### src/rtl/owm_pkg.sv
// owm_pkg: shared constants and codes for the 1-wire bus master
// no dependencies; used by the channel interfaces and the top level
`default_nettype none

package owm_pkg;

	localparam int BITS_PER_BYTE = 8;
	localparam int NUM_REGS      = 8;
	localparam int TICK_W        = 16;
	localparam int REG_IDX_W     = 3;
	localparam int BIT_IDX_W     = 4;
	localparam int KIND_W        = 2;

	typedef logic [KIND_W-1:0]        kind_t;
	typedef logic [BITS_PER_BYTE-1:0] byte_t;
	typedef logic [TICK_W-1:0]        tick_t;
	typedef logic [REG_IDX_W-1:0]     reg_idx_t;

	// command codes
	localparam kind_t KIND_TICK  = 2'd0;
	localparam kind_t KIND_RESET = 2'd1;
	localparam kind_t KIND_WRITE = 2'd2;
	localparam kind_t KIND_READ  = 2'd3;

	// timing register indexes
	localparam reg_idx_t REG_RST_LOW     = 3'd0;
	localparam reg_idx_t REG_PRES_SAMPLE = 3'd1;
	localparam reg_idx_t REG_RST_REC     = 3'd2;
	localparam reg_idx_t REG_W1_LOW      = 3'd3;
	localparam reg_idx_t REG_W0_LOW      = 3'd4;
	localparam reg_idx_t REG_RD_LOW      = 3'd5;
	localparam reg_idx_t REG_RD_SAMPLE   = 3'd6;
	localparam reg_idx_t REG_SLOT        = 3'd7;

	// timing register reset values
	localparam tick_t DEF_RST_LOW     = 16'd3812;
	localparam tick_t DEF_PRES_SAMPLE = 16'd568;
	localparam tick_t DEF_RST_REC     = 16'd3329;
	localparam tick_t DEF_W1_LOW      = 16'd40;
	localparam tick_t DEF_W0_LOW      = 16'd470;
	localparam tick_t DEF_RD_LOW      = 16'd44;
	localparam tick_t DEF_RD_SAMPLE   = 16'd70;
	localparam tick_t DEF_SLOT        = 16'd540;

endpackage

`default_nettype wire

### src/rtl/owm_cmd_if.sv
// owm_cmd_if: command channel (one bus tick per item) with valid/ready
// depends on owm_pkg
`default_nettype none

interface owm_cmd_if;
	import owm_pkg::*;

	logic  valid;
	logic  ready;
	kind_t kind;
	byte_t data;
	logic  line_in;

	modport source (output valid, output kind, output data, output line_in, input ready);
	modport sink   (input valid, input kind, input data, input line_in, output ready);
endinterface

`default_nettype wire

### src/rtl/owm_res_if.sv
// owm_res_if: result channel (bus drive and status per tick) with valid/ready
// depends on owm_pkg
`default_nettype none

interface owm_res_if;
	import owm_pkg::*;

	logic  valid;
	logic  ready;
	logic  drive_low;
	logic  busy_res;
	logic  done_res;
	byte_t read_data;
	logic  presence;
	logic  rejected;

	modport source (output valid, output drive_low, output busy_res, output done_res,
		output read_data, output presence, output rejected, input ready);
	modport sink   (input valid, input drive_low, input busy_res, input done_res,
		input read_data, input presence, input rejected, output ready);
endinterface

`default_nettype wire

### src/rtl/one_wire_bus_master_unit.sv
// one_wire_bus_master_unit: 1-wire bus master sequencer, one bus tick per item
// depends on owm_pkg, owm_cmd_if, owm_res_if
`default_nettype none

// Every item on the cmd channel is one bus tick: it carries the sampled line
// level and optionally a command (reset with presence detect, byte write sent
// lsb first, byte read shifted in at bit 7). One item is taken per clock while
// cmd.ready is high; its result (drive_low and status) is registered when the
// item is taken. The only thing that holds off cmd.ready is an untaken result
// in the output register, so an always-ready sink sees one result per clock.
// Commands are taken only while idle; a command seen while busy (including on
// the done tick) is dropped and flagged with rejected. Bit and reset timing is
// set by the eight 16-bit timing registers on the cfg port, which must only be
// written while no command is running.
module one_wire_bus_master_unit (
	input  wire logic              clk,
	input  wire logic              arst_n,
	owm_cmd_if.sink                cmd,
	owm_res_if.source              res,
	input  wire logic              cfg_we,
	input  wire owm_pkg::reg_idx_t cfg_index,
	input  wire owm_pkg::tick_t    cfg_data
);
	import owm_pkg::*;

	typedef enum logic [2:0] {
		PH_IDLE,
		PH_RST_LOW,
		PH_RST_WAIT,
		PH_RST_REC,
		PH_WRITE,
		PH_READ
	} phase_t;

	// timing registers
	tick_t rst_low_q, pres_sample_q, rst_rec_q, w1_low_q, w0_low_q;
	tick_t rd_low_q, rd_sample_q, slot_q;

	// sequencer state
	phase_t                phase_q;
	tick_t                 tick_q;
	logic [BIT_IDX_W-1:0]  bit_idx_q;
	byte_t                 shift_q;
	logic                  pres_q;
	byte_t                 last_read_q;

	// output register
	logic  res_valid_q;
	logic  res_drive_q, res_busy_q, res_done_q, res_pres_q, res_rej_q;
	byte_t res_read_q;

	logic cmd_acc;

	// command start view of the state
	logic                 start;
	phase_t               phase_e;
	tick_t                tick_e;
	logic [BIT_IDX_W-1:0] bit_e;
	byte_t                shift_e;
	logic                 pres_e;

	// next state and per-tick result
	phase_t               phase_n;
	tick_t                tick_n;
	logic [BIT_IDX_W-1:0] bit_n;
	byte_t                shift_n;
	logic                 pres_n;
	byte_t                last_read_n;
	logic                 drive;
	logic                 done;
	logic                 rejected;

	// slot arithmetic
	logic [TICK_W:0] cnt_inc;
	logic [TICK_W:0] slot_len;
	logic [TICK_W:0] samp_raw;
	logic [TICK_W:0] samp_at;
	logic [TICK_W:0] low_time;
	byte_t           shift_s;

	// a finished result waiting in the output register holds off the next tick unless the sink takes it in the same cycle
	assign cmd.ready = !res_valid_q || res.ready;
	assign cmd_acc   = cmd.valid && cmd.ready;

	// timing registers
	always_ff @(posedge clk or negedge arst_n) begin
		if (!arst_n) begin
			rst_low_q     <= DEF_RST_LOW;
			pres_sample_q <= DEF_PRES_SAMPLE;
			rst_rec_q     <= DEF_RST_REC;
			w1_low_q      <= DEF_W1_LOW;
			w0_low_q      <= DEF_W0_LOW;
			rd_low_q      <= DEF_RD_LOW;
			rd_sample_q   <= DEF_RD_SAMPLE;
			slot_q        <= DEF_SLOT;
		end else if (cfg_we) begin
			case (cfg_index)
				REG_RST_LOW:     rst_low_q     <= cfg_data;
				REG_PRES_SAMPLE: pres_sample_q <= cfg_data;
				REG_RST_REC:     rst_rec_q     <= cfg_data;
				REG_W1_LOW:      w1_low_q      <= cfg_data;
				REG_W0_LOW:      w0_low_q      <= cfg_data;
				REG_RD_LOW:      rd_low_q      <= cfg_data;
				REG_RD_SAMPLE:   rd_sample_q   <= cfg_data;
				REG_SLOT:        slot_q        <= cfg_data;
				default: ;
			endcase
		end
	end

	// a command on an idle tick starts right away on that same tick
	always_comb begin
		start   = (phase_q == PH_IDLE) && (cmd.kind != KIND_TICK);
		phase_e = phase_q;
		tick_e  = tick_q;
		bit_e   = bit_idx_q;
		shift_e = shift_q;
		pres_e  = pres_q;
		if (start) begin
			tick_e = '0;
			bit_e  = '0;
			case (cmd.kind)
				KIND_RESET: begin
					phase_e = PH_RST_LOW;
					pres_e  = 1'b0;
				end
				KIND_WRITE: begin
					phase_e = PH_WRITE;
					shift_e = cmd.data;
				end
				KIND_READ: begin
					phase_e = PH_READ;
					shift_e = '0;
				end
				default: ;
			endcase
		end
	end

	// a zero slot length acts as a one-tick slot; a late read sample clamps to the last tick
	assign cnt_inc  = {1'b0, tick_e} + 17'd1;
	assign slot_len = (slot_q == '0) ? 17'd1 : {1'b0, slot_q};
	assign samp_raw = {1'b0, rd_low_q} + {1'b0, rd_sample_q};
	assign samp_at  = (samp_raw > slot_len - 17'd1) ? slot_len - 17'd1 : samp_raw;
	assign low_time = (phase_e == PH_WRITE) ?
		(shift_e[0] ? {1'b0, w1_low_q} : {1'b0, w0_low_q}) : {1'b0, rd_low_q};
	assign shift_s  = ((phase_e == PH_READ) && ({1'b0, tick_e} == samp_at)) ?
		{cmd.line_in, shift_e[BITS_PER_BYTE-1:1]} : shift_e;

	// one tick of the sequencer
	always_comb begin
		phase_n     = phase_e;
		tick_n      = tick_e;
		bit_n       = bit_e;
		shift_n     = shift_e;
		pres_n      = pres_e;
		last_read_n = last_read_q;
		drive       = 1'b0;
		done        = 1'b0;
		rejected    = (phase_q != PH_IDLE) && (cmd.kind != KIND_TICK);
		case (phase_e)
			PH_RST_LOW: begin
				// held low at least one tick even with a zero low time
				drive = 1'b1;
				if (cnt_inc >= {1'b0, rst_low_q}) begin
					phase_n = PH_RST_WAIT;
					tick_n  = '0;
				end else begin
					tick_n = cnt_inc[TICK_W-1:0];
				end
			end
			PH_RST_WAIT: begin
				if (tick_e >= pres_sample_q) begin
					// a device answers by pulling the line low
					pres_n  = !cmd.line_in;
					phase_n = PH_RST_REC;
					tick_n  = '0;
				end else begin
					tick_n = cnt_inc[TICK_W-1:0];
				end
			end
			PH_RST_REC: begin
				if (tick_e >= rst_rec_q) begin
					done   = 1'b1;
					tick_n = '0;
				end else begin
					tick_n = cnt_inc[TICK_W-1:0];
				end
			end
			PH_WRITE, PH_READ: begin
				drive   = ({1'b0, tick_e} < low_time);
				shift_n = shift_s;
				if (cnt_inc >= slot_len) begin
					tick_n = '0;
					if (phase_e == PH_WRITE)
						shift_n = shift_s >> 1;
					bit_n = bit_e + 4'd1;
					if (bit_n >= BIT_IDX_W'(BITS_PER_BYTE)) begin
						done = 1'b1;
						if (phase_e == PH_READ)
							last_read_n = shift_s;
					end
				end else begin
					tick_n = cnt_inc[TICK_W-1:0];
				end
			end
			default: ;
		endcase
		if (done) begin
			phase_n = PH_IDLE;
			bit_n   = '0;
		end
	end

	// sequencer state and output register
	always_ff @(posedge clk or negedge arst_n) begin
		if (!arst_n) begin
			phase_q     <= PH_IDLE;
			tick_q      <= '0;
			bit_idx_q   <= '0;
			shift_q     <= '0;
			pres_q      <= 1'b0;
			last_read_q <= '0;
			res_valid_q <= 1'b0;
		end else begin
			if (cmd_acc) begin
				phase_q     <= phase_n;
				tick_q      <= tick_n;
				bit_idx_q   <= bit_n;
				shift_q     <= shift_n;
				pres_q      <= pres_n;
				last_read_q <= last_read_n;
				res_valid_q <= 1'b1;
			end else if (res.ready) begin
				res_valid_q <= 1'b0;
			end
		end
	end

	// result payload
	always_ff @(posedge clk) begin
		if (cmd_acc) begin
			res_drive_q <= drive;
			res_busy_q  <= (phase_n != PH_IDLE);
			res_done_q  <= done;
			res_read_q  <= last_read_n;
			res_pres_q  <= pres_n;
			res_rej_q   <= rejected;
		end
	end

	assign res.valid     = res_valid_q;
	assign res.drive_low = res_drive_q;
	assign res.busy_res  = res_busy_q;
	assign res.done_res  = res_done_q;
	assign res.read_data = res_read_q;
	assign res.presence  = res_pres_q;
	assign res.rejected  = res_rej_q;

	// a completed command leaves the block idle
	a_done_idle: assert property (@(posedge clk) disable iff (!arst_n)
		res_valid_q && res_done_q |-> !res_busy_q)
		else $error("done reported while still busy");

	// the bit counter is zero whenever the sequencer is idle
	a_idle_bit: assert property (@(posedge clk) disable iff (!arst_n)
		phase_q == PH_IDLE |-> bit_idx_q == '0)
		else $error("bit index not cleared in idle");

	// the bit counter never passes the last bit of a byte
	a_bit_range: assert property (@(posedge clk) disable iff (!arst_n)
		bit_idx_q < BIT_IDX_W'(BITS_PER_BYTE))
		else $error("bit index out of range");

	// a tick taken while idle is never rejected
	a_idle_no_rej: assert property (@(posedge clk) disable iff (!arst_n)
		cmd_acc && phase_q == PH_IDLE |=> !res_rej_q)
		else $error("command rejected while idle");

	// presence is cleared for the whole reset low pulse
	a_pres_clear: assert property (@(posedge clk) disable iff (!arst_n)
		phase_q == PH_RST_LOW |-> !pres_q)
		else $error("presence set during reset pulse");

endmodule

`default_nettype wire
### src/flat_wrapper.sv
// flat-port wrapper written by rule: the top's interface ports become plain ports
module one_wire_bus_master_unit_flat import owm_pkg::*;
  (clk, arst_n, cfg_we, cfg_index, cfg_data, cmd_valid, cmd_kind, cmd_data, cmd_line_in, cmd_ready, res_valid, res_drive_low, res_busy_res, res_done_res, res_read_data, res_presence, res_rejected, res_ready);
  owm_cmd_if cmd_i ();
  owm_res_if res_i ();
  input  wire logic clk;
  input  wire logic arst_n;
  input  wire logic cfg_we;
  input  wire owm_pkg::reg_idx_t cfg_index;
  input  wire owm_pkg::tick_t cfg_data;
  input wire logic [$bits(cmd_i.valid)-1:0] cmd_valid;
  input wire logic [$bits(cmd_i.kind)-1:0] cmd_kind;
  input wire logic [$bits(cmd_i.data)-1:0] cmd_data;
  input wire logic [$bits(cmd_i.line_in)-1:0] cmd_line_in;
  output wire logic [$bits(cmd_i.ready)-1:0] cmd_ready;
  output wire logic [$bits(res_i.valid)-1:0] res_valid;
  output wire logic [$bits(res_i.drive_low)-1:0] res_drive_low;
  output wire logic [$bits(res_i.busy_res)-1:0] res_busy_res;
  output wire logic [$bits(res_i.done_res)-1:0] res_done_res;
  output wire logic [$bits(res_i.read_data)-1:0] res_read_data;
  output wire logic [$bits(res_i.presence)-1:0] res_presence;
  output wire logic [$bits(res_i.rejected)-1:0] res_rejected;
  input wire logic [$bits(res_i.ready)-1:0] res_ready;
  assign cmd_i.valid = cmd_valid;
  assign cmd_i.kind = cmd_kind;
  assign cmd_i.data = cmd_data;
  assign cmd_i.line_in = cmd_line_in;
  assign cmd_ready = cmd_i.ready;
  assign res_valid = res_i.valid;
  assign res_drive_low = res_i.drive_low;
  assign res_busy_res = res_i.busy_res;
  assign res_done_res = res_i.done_res;
  assign res_read_data = res_i.read_data;
  assign res_presence = res_i.presence;
  assign res_rejected = res_i.rejected;
  assign res_i.ready = res_ready;
  one_wire_bus_master_unit u_core (.clk(clk), .arst_n(arst_n), .cmd(cmd_i), .res(res_i), .cfg_we(cfg_we), .cfg_index(cfg_index), .cfg_data(cfg_data));
endmodule
### config.mk
export PLATFORM = sky130hd
export DESIGN_NAME = one_wire_bus_master_unit_flat
export DESIGN_NICKNAME = d
export VERILOG_FILES = /design/src/rtl/owm_pkg.sv /design/src/rtl/owm_cmd_if.sv /design/src/rtl/owm_res_if.sv /design/src/rtl/one_wire_bus_master_unit.sv /design/src/flat_wrapper.sv
export SDC_FILE = /design/constraint.sdc
export NUM_CORES = 1
export LEC_CHECK = 0
export ABC_CLOCK_PERIOD_IN_PS = 6400
export BUFFER_PORTS_ARGS = -buffer_cell sky130_fd_sc_hd__buf_4
export CAP_MARGIN = 15
export CORE_MARGIN = 2
export CORE_UTILIZATION = 52
export DETAILED_ROUTE_END_ITERATION = 10
export GPL_TIMING_DRIVEN = 1
export PLACE_DENSITY = 0.65
export SYNTH_ARGS = -nofsm -noshare
export SYNTH_HDL_FRONTEND = slang
export SYNTH_SLANG_ARGS = --single-unit
### constraint.sdc
create_clock -name clk -period 6.4 [get_ports clk]
set_clock_uncertainty 0.05 [all_clocks]
set_input_delay 1.28 -clock clk [delete_from_list [all_inputs] [get_ports clk]]
set_output_delay 1.28 -clock clk [all_outputs]
set_load 0.005 [all_outputs]
======== Word level (Yosys, flattened, before mapping) ========
Index checks and enable logic that the tools add are counted.
operators by class
  muxes and demuxes ....................... 41
  equality and inequality tests ........... 16
  add/subtract/negate cells ............... 4
  order comparisons ....................... 7
  reduce and logical (&&, ||, !) cells .... 23
operators with widths
  cell                                                  count
  two-way mux 16 bit                                    7
  two-way mux 8 bit                                     9
  case mux 16 bit (4 select lines)                      1
  two-way mux 17 bit                                    2
  greater-or-equal comparator 16 bit                    2
  equality test 3 bit (second input constant)           6
  adder 16 x 1 -> 17 bit (second input constant)        1
  adder 16 x 16 -> 17 bit                               1
  equality test 16 x 17 -> 1 bit                        1
  greater-or-equal comparator 17 x 16 -> 1 bit          1
  greater-or-equal comparator 17 bit                    1
  > comparator 17 bit                                   1
  less-than comparator 16 x 17 -> 1 bit                 1
  subtractor 17 x 1 -> 17 bit (second input constant)   1
  logical NOT 16 bit                                    1
  two-way mux 4 bit                                     4
  case mux 8 bit (2 select lines)                       1
  AND reduction 2 bit                                   8
  equality test 3 x 2 -> 1 bit (second input constant)  4
  two-way mux 3 bit                                     4
  two-way mux 1 bit                                     9
  case mux 3 bit (3 select lines)                       1
  equality test 3 x 1 -> 1 bit (second input constant)  2
  logical NOT 3 bit                                     2
  12 further kinds                                      20
word-level totals
  output and inout port bits .............. 15
  input port bits ......................... 35
  word-level logic and storage cells ...... 112
  flip-flop bits (word level) ............. 182

======== Longest topological paths before layout ========
Gate-level depths: netlist of run 1.
  word-level depth ........................ 12
  gate-level depth with buffers ........... 25
  depth with buffers taken out ............ 21

======== Worst setup path before layout of run 1 ========
No wires, ideal clock.
  path type ............................... input to register
  from .................................... input port cmd_kind[0]
  to ...................................... register u_core.tick_q[10]
  buffers on the path ..................... 3
  library setup time ...................... 0.068 ns
  path slack .............................. 0.321 ns
  stages .................................. 19
  arrival ................................. 5.961 ns
  cell sequence ........................... nor2_1 o21ai_1 inv_2 ha_1 clkbuf_1 nand2_1 nor4_1 and3_1 xnor2_1 ha_1 a21o_1 a21oi_1 o21ai_0 or3_2 dlygate4sd3_1 o22ai_1 or2_2 buf_2 a32o_1
between the ends
  word-level cells in the longest chain between the ends .. 7
  elaborated cells between the ends (all ways) .. 24
RTL lines
  element                                                                                             line                                                              RTL
  from (decl)                                                                                         flat_wrapper.sv:12                                                input wire logic [$bits(cmd_i.kind)-1:0] cmd_kind;
  nonzero test 2 bit                                                                                  one_wire_bus_master_unit.sv:113                                   start = (phase_q == PH_IDLE) && (cmd.kind != KIND_TICK);
  logical AND 1 bit                                                                                   one_wire_bus_master_unit.sv:113
  two-way mux 16 bit                                                                                  one_wire_bus_master_unit.sv:119                                   if (start) begin
  adder 16 x 1 -> 17 bit                                                                              one_wire_bus_master_unit.sv:141                                   assign cnt_inc = {1'b0, tick_e} + 17'd1;
  greater-or-equal comparator 17 bit or greater-or-equal comparator 17 x 16 -> 1 bit (tied branches)  one_wire_bus_master_unit.sv:193, one_wire_bus_master_unit.sv:165
  two-way mux 16 bit (on tied branches)                                                               one_wire_bus_master_unit.sv:193, one_wire_bus_master_unit.sv:165
  case mux 16 bit (4 select lines) (*)                                                                one_wire_bus_master_unit.sv:161                                   case (phase_e)
  to (signal assigned)                                                                                one_wire_bus_master_unit.sv:228                                   tick_q <= tick_n;
  to (decl)                                                                                           one_wire_bus_master_unit.sv:41                                    tick_t tick_q;
Mark *: on every way between the ends. The rest lies on a longest branch, timed or not.
A chain may end at the register's enable or synchronous reset.

======== Worst setup path in the final report of run 1 ========
  from .................................... register u_core.rd_sample_q[0]
  to ...................................... register u_core.shift_q[1]
between the ends
  word-level cells in the longest chain between the ends .. 9
RTL lines
  element                             line                             RTL
  from (decl)                         one_wire_bus_master_unit.sv:37   tick_t rd_low_q, rd_sample_q, slot_q;
  from (signal assigned)              one_wire_bus_master_unit.sv:104  REG_RD_SAMPLE: rd_sample_q <= cfg_data;
  adder 16 x 16 -> 17 bit (*)         one_wire_bus_master_unit.sv:143  assign samp_raw = {1'b0, rd_low_q} + {1'b0, rd_sample_q};
  > comparator 17 bit                 one_wire_bus_master_unit.sv:144  assign samp_at = (samp_raw > slot_len - 17'd1) ? slot_len - 17'd1 : samp_raw;
  two-way mux 17 bit (*)              one_wire_bus_master_unit.sv:144
  equality test 16 x 17 -> 1 bit (*)  one_wire_bus_master_unit.sv:147  assign shift_s = ((phase_e == PH_READ) && ({1'b0, tick_e} == samp_at)) ?
  logical AND 1 bit (*)               one_wire_bus_master_unit.sv:147
  two-way mux 8 bit (*)               one_wire_bus_master_unit.sv:147
  two-way mux 8 bit                   one_wire_bus_master_unit.sv:195  if (phase_e == PH_WRITE)
  two-way mux 8 bit (*)               one_wire_bus_master_unit.sv:193  if (cnt_inc >= slot_len) begin
  two-way mux 8 bit (*)               one_wire_bus_master_unit.sv:161
  to (signal assigned)                one_wire_bus_master_unit.sv:230  shift_q <= shift_n;
  to (decl)                           one_wire_bus_master_unit.sv:43   byte_t shift_q;
Marked as above.

==> results of run 1 <==
-- synthesized netlist by cell type, types with 4 or more instances --
cell type | count | area (sq um)
a211oi_1 | 11 | 82.6
a21o_1 | 35 | 263
a21oi_1 | 61 | 305
a22o_1 | 5 | 43.8
a22oi_1 | 4 | 30.0
a32o_1 | 9 | 90.1
and2_1 | 8 | 50.1
and3_1 | 10 | 62.6
buf_2 | 7 | 35.0
buf_6 | 6 | 67.6
clkbuf_1 | 33 | 124
dfrtp_1 | 136 | 3400
dfstp_2 | 33 | 867
edfxtp_1 | 13 | 390
ha_1 | 115 | 1440
inv_1 | 94 | 353
mux2_2 | 100 | 1130
mux2i_1 | 32 | 320
nand2_1 | 114 | 428
nand2b_1 | 9 | 56.3
nand3_1 | 32 | 160
nand4_1 | 23 | 144
nor2_1 | 60 | 225
nor2b_1 | 9 | 56.3
nor3_1 | 19 | 95.1
nor3b_1 | 12 | 90.1
nor4_1 | 11 | 68.8
o211ai_1 | 8 | 60.1
o21a_1 | 13 | 97.6
o21ai_0 | 105 | 526
o21ai_1 | 10 | 50.1
o22ai_1 | 5 | 31.3
o2bb2ai_1 | 4 | 35.0
o31a_1 | 4 | 35.0
o31ai_1 | 7 | 52.6
or2_2 | 5 | 31.3
or3_1 | 8 | 50.1
or4b_2 | 4 | 40.0
xnor2_1 | 31 | 272
xor2_1 | 13 | 114
-- worst register-to-register path: stages, from the launching register on --
cell      delay [ns]
dfrtp_1         0.39
ha_1            0.24
fa_1            0.41
a211o_1         0.36
buf_4           0.15
a2111o_1        0.34
o311ai_0        0.30
ha_1            0.40
a21oi_1         0.18
o21ai_0         0.12
a22o_1          0.22
o41a_1          0.39
buf_4           0.17
nor4b_4         0.29
a21oi_1         0.12
or4b_2          0.68
or4_1           0.52
buf_6           0.19
mux2_4          0.32
a31o_1          0.22
o21ai_1         0.12
-- stage by stage --
stage	worst slack, ns	cell area [sq um]
final	0.163	14000
after global routing	-0.0128	14000
after CTS	0.120	13900
after detailed placement	0.153	13300
after global placement	0.262	13300
after floorplan	0.321	12400
-- worst max path at each step --
stage,depth (start not counted),start,end
after floorplan,19,cmd_kind[0],u_core.tick_q[10]
after global placement,21,u_core.rd_low_q[0],u_core.shift_q[1]
after detailed placement,23,u_core.slot_q[7],u_core.shift_q[1]
after CTS,23,u_core.slot_q[7],u_core.shift_q[1]
after global routing,22,u_core.rd_sample_q[0],u_core.shift_q[1]
final,20,u_core.rd_sample_q[0],u_core.shift_q[1]
-- sequential cells by signal, indices dropped and copies added (netlist names), 4 cells and up --
signal and flops:
u_core.shift_q 8, u_core.w1_low_q 16, u_core.last_read_q 8, u_core.bit_idx_q 4
u_core.rd_sample_q 16, u_core.pres_sample_q 16, u_core.res.read_data 8, u_core.tick_q 16
u_core.w0_low_q 16, u_core.slot_q 16, u_core.rst_rec_q 16, u_core.rst_low_q 16
u_core.rd_low_q 16
-- power by group --
| group | internal [uW] | total (uW) | switching (uW) | leakage (uW) |
|---|---|---|---|---|
| clock | 517 | 1040 | 522 | 0.000273 |
| sequential | 1430 | 1600 | 168 | 0.00214 |
| combinational | 1230 | 2880 | 1660 | 0.00401 |
-- cells by family (layout without fill, tap and decap cells) --
group                      count (synthesis)  in the layout
AOI/OAI and AO/OA                        317            317
xor gates and xnor gates                  46             46
adders and majority gates                116            116
buffers and inverters                    148            222
DFF                                      182            182
muxes                                    133            133
and+or+nand+nor                          345            345
-- area by class of cell --
class                   instances  area [sq um]
well taps                     319           399
repair buffers                 94           726
fillers                      2062          9520
multi-input cells             957          7240
clock buffers                  18           429
clock inverters                14           136
flip-flops and latches        182          4660
inverters                      96           360
-- what timing repair did --
| item | 4_1_cts | 5_1_grt |
|---|---|---|
| buffers inserted | 0 | 5 |
| endpoints found under the setup margin | 0 | 24 |
| resized for setup | 0 | 15 |
-- layer usage --
metal	GRT usage, %	wire [um]
met3	4.23	1660
met2	44.1	15900
met1	38.3	15900
met4	9.09	1030
met5	0	0
==> flow_summary_export.csv, run 1 <==
group,metric,value,unit
run_status,status,"finished, final reports clean",
setup_path,rr_startpoint,"u_core.rd_sample_q[0]",
pwr,ir_drop,0.174,mV
sta,setup_violations,0,
detailed_routing,routedWlPerCell,20.5,um
clocking,clock_latency,0.44,ns
floorplan,start_util,53.0,%
setup_path,start_kind,"register",
yosys,ys_ff_latch,182,
clocking,clockBufferDepth,2,
layout,antennaDiodeCount,0,
floorplan,coreArea,23500,sq um
setup_path,r2r_cells,20,
clocking,ctsHoldBuffers,0,
yosys,syn-cell-area,12400,sq um
setup_path,path_buf_inv,3,
placement,dp.cells,1643,
pwr,power.total,5520,uW
hold_path,whs_path_depth,2,
yosys,syn_area_per_cell,9.67,sq um
placement,port-buffer-count,49,
layout,final_common_cell,"dfrtp_1",
clocking,clockRootBuffer,"clkbuf_16",
sta,min_period,6.24,ns
yosys,async_flop_share,92.9,%
grt,grt_pass1_vias,9712,
setup_path,ff2ff_setup_slack,0.16,ns
yosys,ys_seq_area_share,37.4,%
clocking,clock-sinks,182,
yosys,synth_cell_types,85,
yosys,syn-num-nets,1438,
yosys,synth_adder_area_share,11.7,%
sta,timing.final.crit_share,97.4,%
grt,grt_usage,27.5,%
detailed_routing,viasPerCell,5.98,
hold_path,hold_start,"u_core.last_read_q[2]",
setup_path,crit_fanout,9,
floorplan,die_w,159,um
yosys,synth-main-ff-cell,"dfrtp_1",
setup_path,r2r_end,"u_core.shift_q[1]",
layout,final-instance-count-excl-fill,1680,
sta,fmax,160,MHz
setup_path,critPathKind,"register to register",
yosys,ys_warn_count,0,
setup_path,crit_chain,"ha_1 > fa_1 > a211o_1 > buf_4 > a2111o_1 > o311ai_0 > ha_1 > a21oi_1 > o21ai_0 > a22o_1 > o41a_1 > buf_4 > nor4b_4 > a21oi_1 > or4b_2 > or4_1 > buf_6 > mux2_4 > a31o_1 > o21ai_1",
setup_path,cpPeakStageDelay,0.68,ns
yosys,synth-compound-area-share,16.3,%
yosys,synth_top_family_by_area,"compound AO/OA/AOI/OAI gates",
setup_path,cp_top_family,"compound AO/OA/AOI/OAI gates",
hold_path,min_path_type,"register to register",
floorplan,num_rows,56,
setup_path,arrival,6.54,ns
setup_path,crit_required,6.71,ns
hold_path,min_to,"u_core.last_read_q[2]",
clocking,cts_tree,"done",
sta,final_max_slew_viol_count,0,
sta,slew_headroom,27.4,%
layout,syn_to_final_growth,12.1,%
yosys,synthCells,1287,
yosys,synthSimpleGateAreaFrac,14.2,%
sta,hold_viol,0,
placement,finalWeightedCongestion,0.957,
floorplan,die_h,159,um
clocking,cts_inserted_buffers,17,
pwr,total_leakage_power,0.00642,uW
layout,layout_common_cells,"135 x dfrtp_1, 115 x ha_1, 113 x nand2_1",
grt,grt_max_degree,91,
grt,grt_pass1_wl,54200,um
sta,fin_setup_tns,0,ns
detailed_routing,drt_wl_total,34500,um
yosys,yosys.area_share.xor_xnor,3.47,%
detailed_routing,ant_nets,0,
yosys,yosys-mux-area-fraction,11.7,%
floorplan,dieArea,25200,sq um
sta,max_slew.worst_pin.slew,1.07,ns
detailed_routing,drt_pass1_iterations,5,
grt,antenna_found_initial,0,
pwr,p_per_area,396,nW/um^2
floorplan,ios,50,
yosys,synth-edff-count,13,
grt,grt_overflow_total,0,
clocking,ctsHtreeMaxLevel,4,
layout,fin_util,59.5,%
detailed_routing,drc_errors,0,
setup_path,critPathSlowestCell,"or4b_2",
layout,final_nets,1499,
detailed_routing,first_iter_violations,733,
sta,hold_ws,0.437,ns
clocking,clk_pin_slew,0.07,ns
placement,dpl.hpwl,26100,um
detailed_routing,vias,10039,
flow_run,maxCapViolCount,0,
setup_path,worst_setup_path_end_kind,"register",
layout,drive_above_1_share,22.4,%
No activity file was read; power rests on OpenSTA's default activity.
==> run 2, diff against run 1 <==
Settings changed: ABC_AREA set to 1, CORE_MARGIN 2 to 10.
==> run 2 against run 1 <==
Synthesized cell count increased by 43%. Via count increased by 27%. Clock power increased by 9.6%. Final area increased by 3.3%. Global-route usage decreased by 1.2 points. Non-clock buffer count decreased by 24. Fmax increased by 7.1%. Combinational power increased by 50%.
==> flow_summary_export.csv, run 2 <==
group,metric,value,unit
pwr,ir_drop,0.230,mV
detailed_routing,drt_pass1_iterations,7,
sta,setup_violations,0,
placement,port-buffer-count,49,
layout,final_nets,2026,
setup_path,arrival,5.98,ns
detailed_routing,drt_wl_total,41700,um
setup_path,cp_top_family,"simple AND/OR/NAND/NOR gates",
layout,multiInputGateArea,7320,sq um
clocking,clk_pin_slew,0.08,ns
sta,min_period,5.83,ns
clocking,ctsHtreeMaxLevel,4,
layout,syn_to_final_growth,10.3,%
clocking,clock-sinks,182,
layout,drive_above_1_share,9.11,%
yosys,ys_seq_area_share,35.7,%
clocking,cts_setup_buffers,0,
floorplan,ios,50,
sta,rsz0062_at_grt,"false",
pwr,p_per_area,493,nW/um^2
detailed_routing,viasPerCell,5.74,
clocking,ctsHoldBuffers,0,
yosys,ys_ff_latch,182,
yosys,syn-cell-area,13100,sq um
hold_path,min_path_type,"register to register",
clocking,clockBufferDepth,2,
layout,antennaDiodeCount,0,
setup_path,path_buf_inv,2,
yosys,synth_top_cell_by_area,"dfrtp_1",
flow_run,maxCapViolCount,0,
yosys,synthCells,1841,
sta,timing.final.crit_share,91.0,%
layout,seq_area,4660,sq um
yosys,synth-edff-count,13,
setup_path,crit_fanout,13,
grt,grt_max_degree,61,
floorplan,start_util,53.3,%
detailed_routing,ant_nets,0,
detailed_routing,first_iter_violations,1662,
yosys,synth.most_common_cell,"nand2_1",
yosys,synth_cell_types,51,
floorplan,die_h,179,um
yosys,syn_area_per_cell,7.10,sq um
grt,antenna_found_initial,0,
sta,setup_ws,0.575,ns
layout,final_common_cell,"nand2_1",
yosys,yosys-top-cells-area,"dfrtp_1 26%, nand2_1 15%, ha_1 11%, o21ai_0 7.3%, dfstp_2 6.6%",
floorplan,num_rows,57,
clocking,cts_inserted_buffers,17,
yosys,synth_top_area_share,26.0,%
grt,grt_pass1_wl,65200,um
yosys,async_flop_share,92.9,%
sta,fin_setup_tns,0,ns
grt,grt_overflow_total,0,
floorplan,coreArea,24500,sq um
placement,finalWeightedCongestion,0.985,
sta,slew_headroom,25.5,%
clocking,cts_tree,"done",
grt,grt_usage,26.3,%
setup_path,crit_required,6.56,ns
setup_path,crit_path_frequent_cell,"nand2_1",
yosys,synth-main-ff-cell,"dfrtp_1",
detailed_routing,routedWlPerCell,18.9,um
setup_path,start_kind,"register",
run_status,status,"finished, final reports clean",
setup_path,critPathSlowestCell,"dfstp_2",
setup_path,cpPeakStageDelay,0.58,ns
sta,final_max_slew_viol_count,0,
sta,fmax,172,MHz
layout,layout_common_cells,"526 x nand2_1, 220 x inv_1, 191 x o21ai_0",
yosys,ys_warn_count,0,
detailed_routing,drc_errors,0,
sta,max_slew.worst_pin.slew,1.11,ns
setup_path,critPathKind,"register to register",
clocking,clock_latency,0.45,ns
yosys,syn-num-nets,1992,
sta,hold_viol,0,
floorplan,die_w,179,um
placement,place_ws,0.421,ns
yosys,synth_common_cells,"526 x nand2_1, 220 x inv_1, 191 x o21ai_0",
layout,fillCellCount,2383,
placement,dpl.hpwl,31800,um
floorplan,dieArea,31900,sq um
clocking,cts_resized,0,
grt,grt_pass1_vias,11756,
detailed_routing,vias,12701,
clocking,clockRootBuffer,"clkbuf_16",
pwr,total_leakage_power,0.00736,uW
setup_path,worst_setup_path_end_kind,"register",
run 2: cell types whose count changed after synthesis, moves of 11 or more:
cell	before	now
nand2_1	114	526
nand3_1	32	163
inv_1	94	220
mux2_2	100	0
o21ai_0	105	191
nor2_1	60	111
a21o_1	35	3
mux2i_1	32	1
xnor2_1	31	2
a21oi_1	61	78
nor3_1	19	35
clkbuf_1	33	44
nor3b_1	12	1
run 2: cells by family (layout without fill, tap and decap cells):
kind of cell / after synthesis / after routing / share of synthesized area (%)
flip-flops: 182 / 182 / 35.7
XOR/XNOR: 22 / 22 / 1.47
AO/OA/AOI/OAI: 331 / 331 / 13.5
adder cells (fa/ha/maj): 116 / 116 / 11.2
AND/OR/NAND/NOR: 904 / 904 / 29.8
buffers and inverters: 285 / 332 / 8.37
multiplexers: 1 / 1 / 0.0766
run 2: cell type report:
cell class	count	share of cell area, %
Clock buffer	17	2.95
Sequential cell	182	32.3
Tap cell	324	2.81
Clock inverter	15	1.41
Timing Repair Buffer	70	3.72
Multi-Input combinational cell	1374	50.8
Inverter	230	5.99
run 2: worst paths after layout:
path	startpoint	endpoint	slack, ns	cells past startpoint
max in group asynchronous	arst_n	u_core.rd_sample_q[14]	4.32	2
max	u_core.slot_q[9]	u_core.res.read_data[1]	0.57	25
max reg2reg	u_core.slot_q[9]	u_core.res.read_data[1]	0.57	25
min in group asynchronous	arst_n	u_core.last_read_q[3]	0.74	1
min	u_core.pres_q	u_core.pres_q	0.44	2
min reg2reg	u_core.pres_q	u_core.pres_q	0.44	2
run 2: through the flow:
step | hold WS (ns) | power [uW] | area (sq um) | cells | util, %
6_report | 0.436 | 7110 | 14400 | 2212 | 58.8
5_1_grt | 0.457 | 7690 | 14400 | 2212 | 58.8
4_1_cts | 0.435 | 7020 | 14400 | 2211 | 58.7
3_5_place_dp | 0.414 | 5870 | 13800 | 2179 | 56.1
3_3_place_gp | 0.407 | 5800 | 13800 | 2179 | 56.1
2_1_floorplan | 0.392 | 4550 | 13100 | 1841 | -
run 2: layer usage:
layer	vias up	part of all wire (%)	GRT usage, %
li1	6152	-	-
met1	6002	44	34.7
met2	483	47	43.6
met3	64	6.8	4.55
met4	0	2.1	6.99
met5	-	0	0
run 2: power by group:
group          leakage [uW]  internal, uW  switching, uW
clock              0.000306           570            569
sequential          0.00217          1460            200
combinational       0.00488          1350           2970
total               0.00736          3380           3740
run 2: worst register-to-register path, stage by stage (launching register included):
cell and delay, ns:
dfstp_2 0.58, nor2_1 0.08, nand2_1 0.09, nor2_1 0.05, nand2_1 0.33, nand2_1 0.22, inv_1 0.16, ha_1 0.22
nand2_1 0.15, nor3_1 0.42, nand3_1 0.25, ha_1 0.36, nand2_1 0.07, inv_1 0.07, nand4_1 0.14, nor2_1 0.13
nand2_1 0.07, a21oi_1 0.57, nand2_1 0.15, nand3_1 0.12, nand2_1 0.15, nor3_1 0.54, nand3_1 0.19, nand2_1 0.16
nand3_1 0.11, and2_1 0.17
